==> src/rtl/rau_pkg.sv <==
// Shared types, codes and widths of the rational arithmetic unit.
`timescale 1ns / 1ps
`default_nettype none
package rau_pkg;

	localparam int RAU_WIDTH = 32;
	localparam int FLD_W     = 32;
	localparam int DVD_W     = 65;
	localparam int DVS_W     = 64;
	localparam int MUL_W     = 32;
	localparam int INT_W     = 33;
	localparam int CNT_W     = 7;
	localparam int S_DATA_W  = 136;
	localparam int M_DATA_W  = 104;

	localparam logic [1:0] OP_ADD = 2'd0;
	localparam logic [1:0] OP_MUL = 2'd1;
	localparam logic [1:0] OP_CMP = 2'd2;
	localparam logic [1:0] OP_CVT = 2'd3;

	localparam logic [1:0] ORD_LESS    = 2'd0;
	localparam logic [1:0] ORD_EQUAL   = 2'd1;
	localparam logic [1:0] ORD_GREATER = 2'd2;

	localparam logic [1:0] ST_OK      = 2'd0;
	localparam logic [1:0] ST_OVF     = 2'd1;
	localparam logic [1:0] ST_ZERODEN = 2'd2;

	typedef struct packed {
		logic start;
		logic mul;
	} unit_req_t;

	typedef struct packed {
		logic done;
		logic busy;
	} unit_rsp_t;

endpackage
`default_nettype wire

==> src/rtl/rational_arithmetic_unit.sv <==
// Top level of the rational arithmetic unit: sequencer around the shared unit.
`timescale 1ns / 1ps
`default_nettype none
// Usage: one item on the slave stream carries an operation in s_tuser and two
// sign-magnitude fractions in s_tdata. Each item gives exactly one result item
// on the master stream: a reduced fraction for add and multiply, an order code
// for compare, a truncated integer for convert, plus a status code.
// The block works on one item at a time. s_tready is high only while the
// sequencer is idle; an item is then held while every divide, remainder and
// multiply step runs on one shared bit-serial unit. Add runs two Euclid gcd
// passes and multiply one; compare and convert run none. A zero denominator
// skips the unit entirely. The next item is taken in the idle state.
// A finished result sits in an output register; the next item is taken while
// it waits. If the receiver stalls, the next result is held in the sequencer
// until the output register frees up, and no further item is accepted.
// Reset clears the sequencer and the output valid; no result is pending after it.
// WIDTH sets the overflow limit of the reduced numerator and denominator.
module rational_arithmetic_unit
	import rau_pkg::*;
#(
	parameter int WIDTH = RAU_WIDTH
) (
	input  wire logic                clk,
	input  wire logic                arst_n,
	input  wire logic                s_tvalid,
	output logic                     s_tready,
	// a_num, a_den, a_neg, b_num, b_den, b_neg, zero fill
	input  wire logic [S_DATA_W-1:0] s_tdata,
	// operation
	input  wire logic [1:0]          s_tuser,
	output logic                     m_tvalid,
	input  wire logic                m_tready,
	// res_num, res_den, res_neg, order, int_value, status, zero fill
	output logic [M_DATA_W-1:0]      m_tdata
);

	typedef enum logic [4:0] {
		S_IDLE, S_CHECK, S_GCD, S_DIVA, S_DIVB, S_LCM, S_XA, S_XB, S_SUM,
		S_EREM, S_EQ, S_ERD, S_EFIN, S_MUL1, S_MUL2, S_CM1, S_CM2, S_CMPF,
		S_CVT, S_OUT
	} state_t;

	state_t state_q;
	logic   iss_q, gret_q;

	logic [1:0]       op_q;
	logic [FLD_W-1:0] an_q, ad_q, bn_q, bd_q;
	logic             aneg_q, bneg_q, neg_q;
	logic [DVS_W-1:0] x_q, y_q, t1_q, t2_q, den_q, xa_q, xb_q;
	logic [DVD_W-1:0] num_q, q_q;

	logic [FLD_W-1:0] rs_num_q, rs_den_q;
	logic             rs_neg_q;
	logic [1:0]       rs_ord_q, rs_st_q;
	logic [INT_W-1:0] rs_int_q;

	logic             ov_q;
	logic [FLD_W-1:0] o_num_q, o_den_q;
	logic             o_neg_q;
	logic [1:0]       o_ord_q, o_st_q;
	logic [INT_W-1:0] o_int_q;

	unit_req_t        req;
	unit_rsp_t        rsp;
	logic [DVD_W-1:0] opa, quo;
	logic [DVS_W-1:0] opb, rem;
	logic             unit_state;
	logic             done;

	logic [DVD_W-1:0] sum;
	logic             sa, sb;
	logic [1:0]       ord;
	logic             ovf;

	rau_unit u_unit (
		.clk    (clk),
		.arst_n (arst_n),
		.req    (req),
		.opa    (opa),
		.opb    (opb),
		.rsp    (rsp),
		.quo    (quo),
		.rem    (rem)
	);

	// Operand selection for the shared unit, one operation per sequencer state.
	always_comb begin
		opa        = '0;
		opb        = '0;
		req.mul    = 1'b0;
		unit_state = 1'b1;
		case (state_q)
			S_GCD: begin
				opa = {1'b0, x_q};
				opb = y_q;
			end
			S_DIVA: begin
				opa = {33'b0, ad_q};
				opb = x_q;
			end
			S_DIVB: begin
				opa = {33'b0, bd_q};
				opb = x_q;
			end
			S_LCM: begin
				opa = {1'b0, t1_q};
				opb = {32'b0, bd_q};
				req.mul = 1'b1;
			end
			S_XA: begin
				opa = {33'b0, an_q};
				opb = t2_q;
				req.mul = 1'b1;
			end
			S_XB: begin
				opa = {33'b0, bn_q};
				opb = t1_q;
				req.mul = 1'b1;
			end
			S_EREM: begin
				opa = num_q;
				opb = den_q;
			end
			S_EQ: begin
				opa = num_q;
				opb = x_q;
			end
			S_ERD: begin
				opa = {1'b0, den_q};
				opb = x_q;
			end
			S_MUL1: begin
				opa = {33'b0, an_q};
				opb = {32'b0, bn_q};
				req.mul = 1'b1;
			end
			S_MUL2: begin
				opa = {33'b0, ad_q};
				opb = {32'b0, bd_q};
				req.mul = 1'b1;
			end
			S_CM1: begin
				opa = {33'b0, an_q};
				opb = {32'b0, bd_q};
				req.mul = 1'b1;
			end
			S_CM2: begin
				opa = {33'b0, bn_q};
				opb = {32'b0, ad_q};
				req.mul = 1'b1;
			end
			S_CVT: begin
				opa = {33'b0, an_q};
				opb = {32'b0, ad_q};
			end
			default: unit_state = 1'b0;
		endcase
		// The gcd loop stops issuing once the remainder reaches zero.
		req.start = unit_state && !iss_q && !(state_q == S_GCD && y_q == '0);
	end

	assign done = iss_q && rsp.done;

	// Sign handling for add: the larger scaled magnitude sets the sign; a tie keeps a's sign.
	assign sum = {1'b0, xa_q} + {1'b0, xb_q};

	// Signed order; a zero numerator counts as zero whatever its sign bit.
	always_comb begin
		sa = aneg_q && an_q != '0;
		sb = bneg_q && bn_q != '0;
		if (sa != sb)
			ord = sa ? ORD_LESS : ORD_GREATER;
		else if (xa_q == xb_q)
			ord = ORD_EQUAL;
		else if ((xa_q < xb_q) != sa)
			ord = ORD_LESS;
		else
			ord = ORD_GREATER;
	end

	assign ovf = q_q[DVD_W-1] || ((q_q[DVS_W-1:0] >> WIDTH) != '0) ||
		((t1_q >> WIDTH) != '0);

	always_ff @(posedge clk or negedge arst_n) begin
		if (!arst_n) begin
			state_q <= S_IDLE;
			iss_q   <= 1'b0;
			ov_q    <= 1'b0;
		end else begin
			if (req.start)
				iss_q <= 1'b1;
			else if (done)
				iss_q <= 1'b0;
			if (m_tvalid && m_tready)
				ov_q <= 1'b0;
			case (state_q)
				S_IDLE: begin
					if (s_tvalid) begin
						op_q    <= s_tuser;
						an_q    <= s_tdata[31:0];
						ad_q    <= s_tdata[63:32];
						aneg_q  <= s_tdata[64];
						bn_q    <= s_tdata[96:65];
						bd_q    <= s_tdata[128:97];
						bneg_q  <= s_tdata[129];
						state_q <= S_CHECK;
					end
				end
				S_CHECK: begin
					rs_num_q <= '0;
					rs_den_q <= '0;
					rs_neg_q <= 1'b0;
					rs_ord_q <= ORD_LESS;
					rs_int_q <= '0;
					rs_st_q  <= ST_OK;
					if (op_q == OP_CVT) begin
						if (ad_q == '0) begin
							rs_st_q <= ST_ZERODEN;
							state_q <= S_OUT;
						end else begin
							state_q <= S_CVT;
						end
					end else if (ad_q == '0 || bd_q == '0) begin
						rs_st_q <= ST_ZERODEN;
						state_q <= S_OUT;
					end else if (op_q == OP_ADD) begin
						x_q     <= {32'b0, ad_q};
						y_q     <= {32'b0, bd_q};
						gret_q  <= 1'b0;
						state_q <= S_GCD;
					end else if (op_q == OP_MUL) begin
						neg_q   <= aneg_q ^ bneg_q;
						state_q <= S_MUL1;
					end else begin
						state_q <= S_CM1;
					end
				end
				S_GCD: begin
					if (y_q == '0)
						state_q <= gret_q ? S_EQ : S_DIVA;
					else if (done) begin
						x_q <= y_q;
						y_q <= rem;
					end
				end
				S_DIVA: if (done) begin
					t1_q    <= quo[DVS_W-1:0];
					state_q <= S_DIVB;
				end
				S_DIVB: if (done) begin
					t2_q    <= quo[DVS_W-1:0];
					state_q <= S_LCM;
				end
				S_LCM: if (done) begin
					den_q   <= quo[DVS_W-1:0];
					state_q <= S_XA;
				end
				S_XA: if (done) begin
					xa_q    <= quo[DVS_W-1:0];
					state_q <= S_XB;
				end
				S_XB: if (done) begin
					xb_q    <= quo[DVS_W-1:0];
					state_q <= S_SUM;
				end
				S_SUM: begin
					if (aneg_q == bneg_q) begin
						num_q <= sum;
						neg_q <= aneg_q;
					end else if (xb_q > xa_q) begin
						num_q <= {1'b0, xb_q - xa_q};
						neg_q <= bneg_q;
					end else begin
						num_q <= {1'b0, xa_q - xb_q};
						neg_q <= aneg_q;
					end
					state_q <= S_EREM;
				end
				S_EREM: if (done) begin
					x_q     <= den_q;
					y_q     <= rem;
					gret_q  <= 1'b1;
					state_q <= S_GCD;
				end
				S_EQ: if (done) begin
					q_q     <= quo;
					state_q <= S_ERD;
				end
				S_ERD: if (done) begin
					t1_q    <= quo[DVS_W-1:0];
					state_q <= S_EFIN;
				end
				S_EFIN: begin
					if (ovf) begin
						rs_st_q <= ST_OVF;
					end else begin
						rs_num_q <= q_q[FLD_W-1:0];
						rs_den_q <= t1_q[FLD_W-1:0];
						rs_neg_q <= neg_q;
					end
					state_q <= S_OUT;
				end
				S_MUL1: if (done) begin
					num_q   <= {1'b0, quo[DVS_W-1:0]};
					state_q <= S_MUL2;
				end
				S_MUL2: if (done) begin
					den_q   <= quo[DVS_W-1:0];
					state_q <= S_EREM;
				end
				S_CM1: if (done) begin
					xa_q    <= quo[DVS_W-1:0];
					state_q <= S_CM2;
				end
				S_CM2: if (done) begin
					xb_q    <= quo[DVS_W-1:0];
					state_q <= S_CMPF;
				end
				S_CMPF: begin
					rs_ord_q <= ord;
					state_q  <= S_OUT;
				end
				S_CVT: if (done) begin
					rs_int_q <= aneg_q ? (INT_W'(0) - quo[INT_W-1:0]) : quo[INT_W-1:0];
					state_q  <= S_OUT;
				end
				S_OUT: begin
					if (!ov_q || m_tready) begin
						ov_q    <= 1'b1;
						o_num_q <= rs_num_q;
						o_den_q <= rs_den_q;
						o_neg_q <= rs_neg_q;
						o_ord_q <= rs_ord_q;
						o_int_q <= rs_int_q;
						o_st_q  <= rs_st_q;
						state_q <= S_IDLE;
					end
				end
				default: state_q <= S_IDLE;
			endcase
		end
	end

	assign s_tready = state_q == S_IDLE;
	assign m_tvalid = ov_q;
	assign m_tdata  = {2'b0, o_st_q, o_int_q, o_ord_q, o_neg_q, o_den_q, o_num_q};

endmodule
`default_nettype wire

==> src/rtl/rau_unit.sv <==
// Shared bit-serial unit: 65 by 64 bit divide or 32 by 32 bit multiply.
`timescale 1ns / 1ps
`default_nettype none
module rau_unit
	import rau_pkg::*;
(
	input  wire logic             clk,
	input  wire logic             arst_n,
	input  wire unit_req_t        req,
	input  wire logic [DVD_W-1:0] opa,
	input  wire logic [DVS_W-1:0] opb,
	output unit_rsp_t             rsp,
	output logic      [DVD_W-1:0] quo,
	output logic      [DVS_W-1:0] rem
);

	logic             busy_q, done_q, mul_q;
	logic [CNT_W-1:0] cnt_q;
	logic [DVD_W-1:0] n_q;
	logic [DVS_W-1:0] r_q, d_q;
	logic [DVD_W-1:0] trial, diff;
	logic             ge;

	// One restoring division step: shift the next dividend bit into the remainder.
	assign trial = {r_q, n_q[DVD_W-1]};
	assign ge    = trial >= {1'b0, d_q};
	assign diff  = trial - {1'b0, d_q};

	always_ff @(posedge clk or negedge arst_n) begin
		if (!arst_n) begin
			busy_q <= 1'b0;
			done_q <= 1'b0;
			mul_q  <= 1'b0;
			cnt_q  <= '0;
		end else begin
			done_q <= 1'b0;
			if (req.start) begin
				busy_q <= 1'b1;
				mul_q  <= req.mul;
				r_q    <= '0;
				if (req.mul) begin
					cnt_q <= CNT_W'(MUL_W);
					n_q   <= {{(DVD_W-MUL_W){1'b0}}, opb[MUL_W-1:0]};
					d_q   <= {{(DVS_W-MUL_W){1'b0}}, opa[MUL_W-1:0]};
				end else begin
					cnt_q <= CNT_W'(DVD_W);
					n_q   <= opa;
					d_q   <= opb;
				end
			end else if (busy_q) begin
				if (mul_q) begin
					if (n_q[0])
						r_q <= r_q + d_q;
					d_q <= {d_q[DVS_W-2:0], 1'b0};
					n_q <= {1'b0, n_q[DVD_W-1:1]};
				end else begin
					r_q <= ge ? diff[DVS_W-1:0] : trial[DVS_W-1:0];
					n_q <= {n_q[DVD_W-2:0], ge};
				end
				cnt_q <= cnt_q - 1'b1;
				if (cnt_q == CNT_W'(1)) begin
					busy_q <= 1'b0;
					done_q <= 1'b1;
				end
			end
		end
	end

	assign rsp.done = done_q;
	assign rsp.busy = busy_q;
	assign quo      = mul_q ? {1'b0, r_q} : n_q;
	assign rem      = r_q;

endmodule
`default_nettype wire

==> config.mk <==
export PLATFORM = sky130hd
export DESIGN_NAME = rational_arithmetic_unit
export DESIGN_NICKNAME = d
export VERILOG_FILES = /design/src/rtl/rau_pkg.sv /design/src/rtl/rational_arithmetic_unit.sv /design/src/rtl/rau_unit.sv
export SDC_FILE = /design/constraint.sdc
export NUM_CORES = 2
export LEC_CHECK = 0
export ABC_CLOCK_PERIOD_IN_PS = 18290
export CORE_MARGIN = 5
export CORE_UTILIZATION = 45
export DETAILED_ROUTE_END_ITERATION = 10
export DONT_BUFFER_PORTS = 1
export PLACE_DENSITY_LB_ADDON = 0.12
export SLEW_MARGIN = 40
export SYNTH_ARGS = -nofsm -noshare
export SYNTH_HDL_FRONTEND = slang
export SYNTH_SLANG_ARGS = --single-unit
export TNS_END_PERCENT = 20
==> constraint.sdc <==
create_clock -name clk -period 18.29 [get_ports clk]
set_input_delay 1.829 -clock clk [delete_from_list [all_inputs] [get_ports clk]]
set_output_delay 1.829 -clock clk [all_outputs]
set_load 0.05 [all_outputs]
## Word-level counts from Yosys, hierarchy flattened

Cells that the tools add are included.

| cells by class | value |
|---|---|
| order comparisons | 3 |
| bitwise gates (word level) | 1 |
| $add $sub $neg | 7 |
| equal/unequal tests | 51 |
| reduce and logical (&&, ||, !) cells | 66 |
| muxes and demuxes | 102 |

Operator list:

| kind | count |
|---|---|
| $mux 64 | 21 |
| $pmux 65 s8 | 1 |
| $pmux 64 s8 | 1 |
| $mux 65 | 6 |
| $pmux 64 s3 | 2 |
| $sub 64x64->64 | 3 |
| $pmux 65 s2 | 1 |
| $pmux 32 s2 | 2 |
| $reduce_bool 64->1 | 2 |
| $pmux 5 s19 | 1 |
| $mux 5 | 18 |
| $mux 33 | 2 |
| $pmux 33 s2 | 1 |
| $add 64x64->65 | 1 |
| $ge 65x64->1 | 1 |
| $add 64x64->64 | 1 |
| $eq 64x64->1 | 1 |
| $gt 64x64->1 | 1 |
| $logic_not 32->1 | 2 |
| $logic_not 64->1 | 1 |
| $lt 64x64->1 | 1 |
| $mux 32 | 2 |
| $reduce_bool 32->1 | 2 |
| $ne 2x2->1 const B | 24 |
| other kinds (37) | 132 |

| word-level totals | value |
|---|---|
| bits of input ports | 142 |
| word-level logic and storage cells | 271 |
| flip-flop bits (word level) | 1126 |
| output and inout bits | 106 |

## Logic depth before layout (Yosys ltp)

| logic depth | value |
|---|---|
| depth after elaboration | 7 |
| depth in mapped cells | 23 |
| mapped depth without buffers | 16 |

## Modules after synthesis

From an unflattened synthesis, not the netlist that was laid out.

| unflattened totals | value |
|---|---|
| cell total of the unflattened synthesis | 6676 |
| area total of the unflattened synthesis | 67986.5 um^2 |

By module, submodules not included:

| module | cells an instance | sequential area each (um^2) | area an instance (um^2) | times used |
|---|---|---|---|---|
| rational_arithmetic_unit | 4329 | 27681.5 | 48240.0 | 1 |
| rau_unit | 2347 | 6045.8 | 19746.4 | 1 |

## Least setup slack after synthesis

Ideal clock, no wire load.

| timing | value |
|---|---|
| kind | input-to-reg |
| from | input port arst_n |
| to | register o_den_q[0] (enable) |
| stages on the path | 3 |
| arrival time | 8.996 ns |
| setup slack | 8.606 ns |
| buffers on the path | 1 |
| setup time | 0.688 ns |
| required time | 17.602 ns |
| cell sequence | clkbuf_1 -> nand2_1 -> nor3_1 |

| between the ends | value |
|---|---|
| cells in the longest elaborated chain, start to end | 1 |

Ends and longest elaborated chain:

| item | line | text |
|---|---|---|
| start: declaration | rational_arithmetic_unit.sv:24 | `input wire logic arst_n,` |
| $reduce_and 3->1 (no source line) | -- |  |
| end signal: assignment | rational_arithmetic_unit.sv:331 | `o_den_q <= rs_den_q;` |
| end: declaration | rational_arithmetic_unit.sv:58 | `logic [FLD_W-1:0] o_num_q, o_den_q;` |

Every way passes these cells.
A chain may end at the register's enable or synchronous reset.

## Worst setup path after layout

| timing | value |
|---|---|
| from | register xb_q[53] |
| to | register num_q[39] (data pin) |

| between the ends | value |
|---|---|
| cells in the longest elaborated chain, start to end | 4 |

Ends and longest elaborated chain:

| item | line | text |
|---|---|---|
| start: declaration | rational_arithmetic_unit.sv:49 | `logic [DVS_W-1:0] x_q, y_q, t1_q, t2_q, den_q, xa_q, xb_q;` |
| start signal: assignment | rational_arithmetic_unit.sv:263 | `xb_q <= quo[DVS_W-1:0];` |
| start signal: assignment | rational_arithmetic_unit.sv:316 | `xb_q <= quo[DVS_W-1:0];` |
| $gt 64x64->1 | rational_arithmetic_unit.sv:270 | `end else if (xb_q > xa_q) begin` |
| $mux 64 | rational_arithmetic_unit.sv:270 |  |
| $mux 65 | rational_arithmetic_unit.sv:267 | `if (aneg_q == bneg_q) begin` |
| $pmux 65 s2 | rational_arithmetic_unit.sv:196 | `case (state_q)` |
| end signal: assignment | rational_arithmetic_unit.sv:268 | `num_q <= sum;` |
| end signal: assignment | rational_arithmetic_unit.sv:271 | `num_q <= {1'b0, xb_q - xa_q};` |
| end signal: assignment | rational_arithmetic_unit.sv:274 | `num_q <= {1'b0, xa_q - xb_q};` |
| end: declaration | rational_arithmetic_unit.sv:50 | `logic [DVD_W-1:0] num_q, q_q;` |

Every way passes these cells.

==> reports/results.tsv <==
metric	value	unit
status	finished, final reports clean	
fillers	13599	
synth_adder_area_share	6.15	%
grt_pass1_wl	378	mm
fmax	182	MHz
worstPathMaxFanout	33	
grt_max_degree	196	
worstMarginPinSlew	0.970	ns
seqCellArea	0.0337	sq mm
post-cts-setup-buffers	0	
vias	56370	
finalSetupTns	0	ns
end_kind	register	
clock-sinks	1126	
dr.max_layer_used	met5	
synth_edf_count	1109	
hold_viol_final	0	
tritoncts	built	
period_needed	5.49	ns
rsz0062_at_grt	no	
wire_per_inst	30.9	um
dp_hpwl	191	mm
hold_ws	0.369	ns
synth_top_family_by_area	compound AO/OA/AOI/OAI gates	
synth_xor_area_share	2.77	%
synth_compound_area_share	22.5	%
routed_via_density	6.60	
dp.cells	8297	
startpoint_type	register	
antenna_found_initial	21	
synthMuxAreaShare	0.993	%
relSlewSlack	35.3	%
drc	0	
drtIter0Drc	8144	
met3WireLength	26.3	mm
ys_async_sr_fraction	1.51	%
pwr-share-seq	32.9	%
power_switching	0.00554	W
clk_pin_slew_worst_paths	0.06	ns
portBuffers	0	
synthDistinctLibCells	96	
drive_gt1_share	6.40	%
die_area	0.157	sq mm
num_rows	141	
fin_cells	8545	
hold_path.class	reg -> reg	
worstPathRequired	18.75	ns
wl_met1	109	mm
yosysWarnings	0	
timing.final.max_slew_violations	0	
fin_util	49.7	%
gp_congestion	0.954	
coreArea	0.148	sq mm
htree_num_levels	3	
finalSetupViolations	0	
holdBufCountCts	0	
peakVddDrop	0.0954	mV
clkPwrFrac	21.1	%
cap_viol_max_count	0	
initial_utilization	45.4	%
insertion_delay	0.80	ns
drt-pass1-iter-count	8	
pwr-share-comb	46.0	%
ys_dominant_reg_cell	edfxtp_1	
die_h	396	um
synth_cells	6672	
p_leak	27.0	nW
synth_seq_cells	1126	
yosys.area_share.simple	12.7	%
r2r_cells	14	
internal_power	0.00698	W
finalCritPeriodShare	30.0	%
top_regs	num_q (65), q_q (65), u_unit.n_q (65)	
drt_wl_total	264	mm
cp_data_arrival_time	5.96	ns
swShare	44.2	%
skew	0.0843	ns
clock_path_buffers	3	
grt_overflow_total	0	
wl_met2	117	mm
synth.avg_cell_area	10.1	sq um
cts-resized-gates	0	
clockRootBuffer	clkbuf_16	
io_pins	248	
nNetsFinal	6963	
area_growth	9.66	%
antenna_left	0	
die_x	396	um
worstHoldPathCells	0	
crit_type	reg -> reg	
multi_input_area	0.0306	sq mm
ys_seq_area_share	50.2	%
pwr_density_cell	170	mW/mm^2
grt_pass1_vias	53705	
cts_buffers	120	
track_usage	32.4	%
synth_area	0.0671	sq mm
==> metal layers <==
layer	up-vias	GRT usage (%)
met5	-	0
met4	2	11.1
met3	531	6.57
met2	3112	50.6
met1	27763	45.3
li1	24962	-
==> stage by stage <==
stage          power, W  worst slack, ns  cell area (sq um)
3_3_place_gp    0.00967            12.58              69000
4_1_cts          0.0124            12.53              73400
2_1_floorplan   0.00767             8.61              67100
3_5_place_dp    0.00972            12.57              69200
5_1_grt          0.0131            12.51              73600
6_report         0.0125            12.80              73600
==> worst max-delay path, stage by stage (launching register included) <==
cell	delay, ns
edfxtp_1	0.42
ha_1	0.69
nand4_1	0.35
nor2_1	0.30
nand3_1	0.34
nor2_1	0.19
o31a_1	0.35
or2_2	0.69
buf_4	0.52
nor2_1	0.14
a2111oi_0	0.48
o21ai_0	0.25
nand2_1	0.17
xnor2_1	0.19
a21oi_1	0.11
==> power groups by stage <==
stage | Combinational (W) | Clock (W) | Sequential [W]
6_report | 0.00576 | 0.00264 | 0.00412
3_3_place_gp | 0.00552 | 0 | 0.00414
4_1_cts | 0.00561 | 0.00267 | 0.00410
5_1_grt | 0.00619 | 0.00279 | 0.00414
3_5_place_dp | 0.00557 | 0 | 0.00414
2_1_floorplan | 0.00379 | 0 | 0.00389
==> Yosys cell counts, types with 65 or more instances <==
master       n  area, sq um
xnor2_1    136         1190
nor4_1     104          651
nor3_1      96          480
nand2_1    646         2420
edfxtp_1  1109        33300
o211ai_1    68          510
nor2b_1     80          500
ha_1       322         4030
nand3_1    134          671
and3_1     120          751
a21o_1     162         1220
a21oi_1    693         3470
o21bai_1   107          803
a221oi_1    72          631
a211oi_1    65          488
nor2_1     418         1570
a222oi_1    99          991
o21ai_0    469         2350
clkbuf_1   334         1250
nand4_1    100          626
a22oi_1    205         1540
inv_1      382         1430
xor2_1      76          666
==> area by class of cell <==
cell class | count | share of cell area, %
inverters | 384 | 1.96
clock inverters | 78 | 1.50
well taps | 1930 | 3.28
multi-input cells | 4743 | 41.6
flip-flops and latches | 1126 | 45.8
repair buffers | 119 | 1.47
clock buffers | 147 | 4.31
diodes | 18 | 0.0612
==> kinds of logic (layout without fill, tap and decap cells) <==
logic type      Yosys count  after routing
fa+ha+maj               327            327
xor+xnor                212            212
flops                  1126           1126
buf+inv                 804            728
compound gates         2321           2321
other cells               1             20
simple gates           1816           1816
mux                      65             65
==> path summary, 6_finish.rpt <==
kind / slack (ns) / from / to
min: 0.37 / rs_den_q[28] / o_den_q[28]
max: 12.80 / xb_q[53] / num_q[39]
max reg2reg: 12.80 / xb_q[53] / num_q[39]
min reg2reg: 0.37 / rs_den_q[28] / o_den_q[28]
min in group asynchronous: 0.74 / arst_n / u_unit.mul_q
max in group asynchronous: 17.31 / arst_n / state_q[3]
==> placed cells by master (no fill, tap or decap), types with 19 or more instances in the layout <==
cell type and instances:
a21oi_1 690, mux2i_1 52, nand2b_1 23, nor2_1 404, xor2_1 75, o21a_1 29, nor2b_1 78, nand2_1 644
buf_4 102, nor4_1 100, clkinv_2 19, o22ai_1 19, clkbuf_1 20, nand3_1 133, o21ai_0 467, clkbuf_16 121
ha_1 322, nand4_1 100, a211oi_1 63, inv_1 382, bufinv_16 20, and3_1 118, a22o_1 36, a22oi_1 205
edfxtp_1 1109, o21bai_1 107, a222oi_1 99, nor3_1 87, o31ai_1 50, xnor2_1 134, a221oi_1 72, a21o_1 162
a31oi_1 57, o211ai_1 68
(Power assumes the default switching activity.)
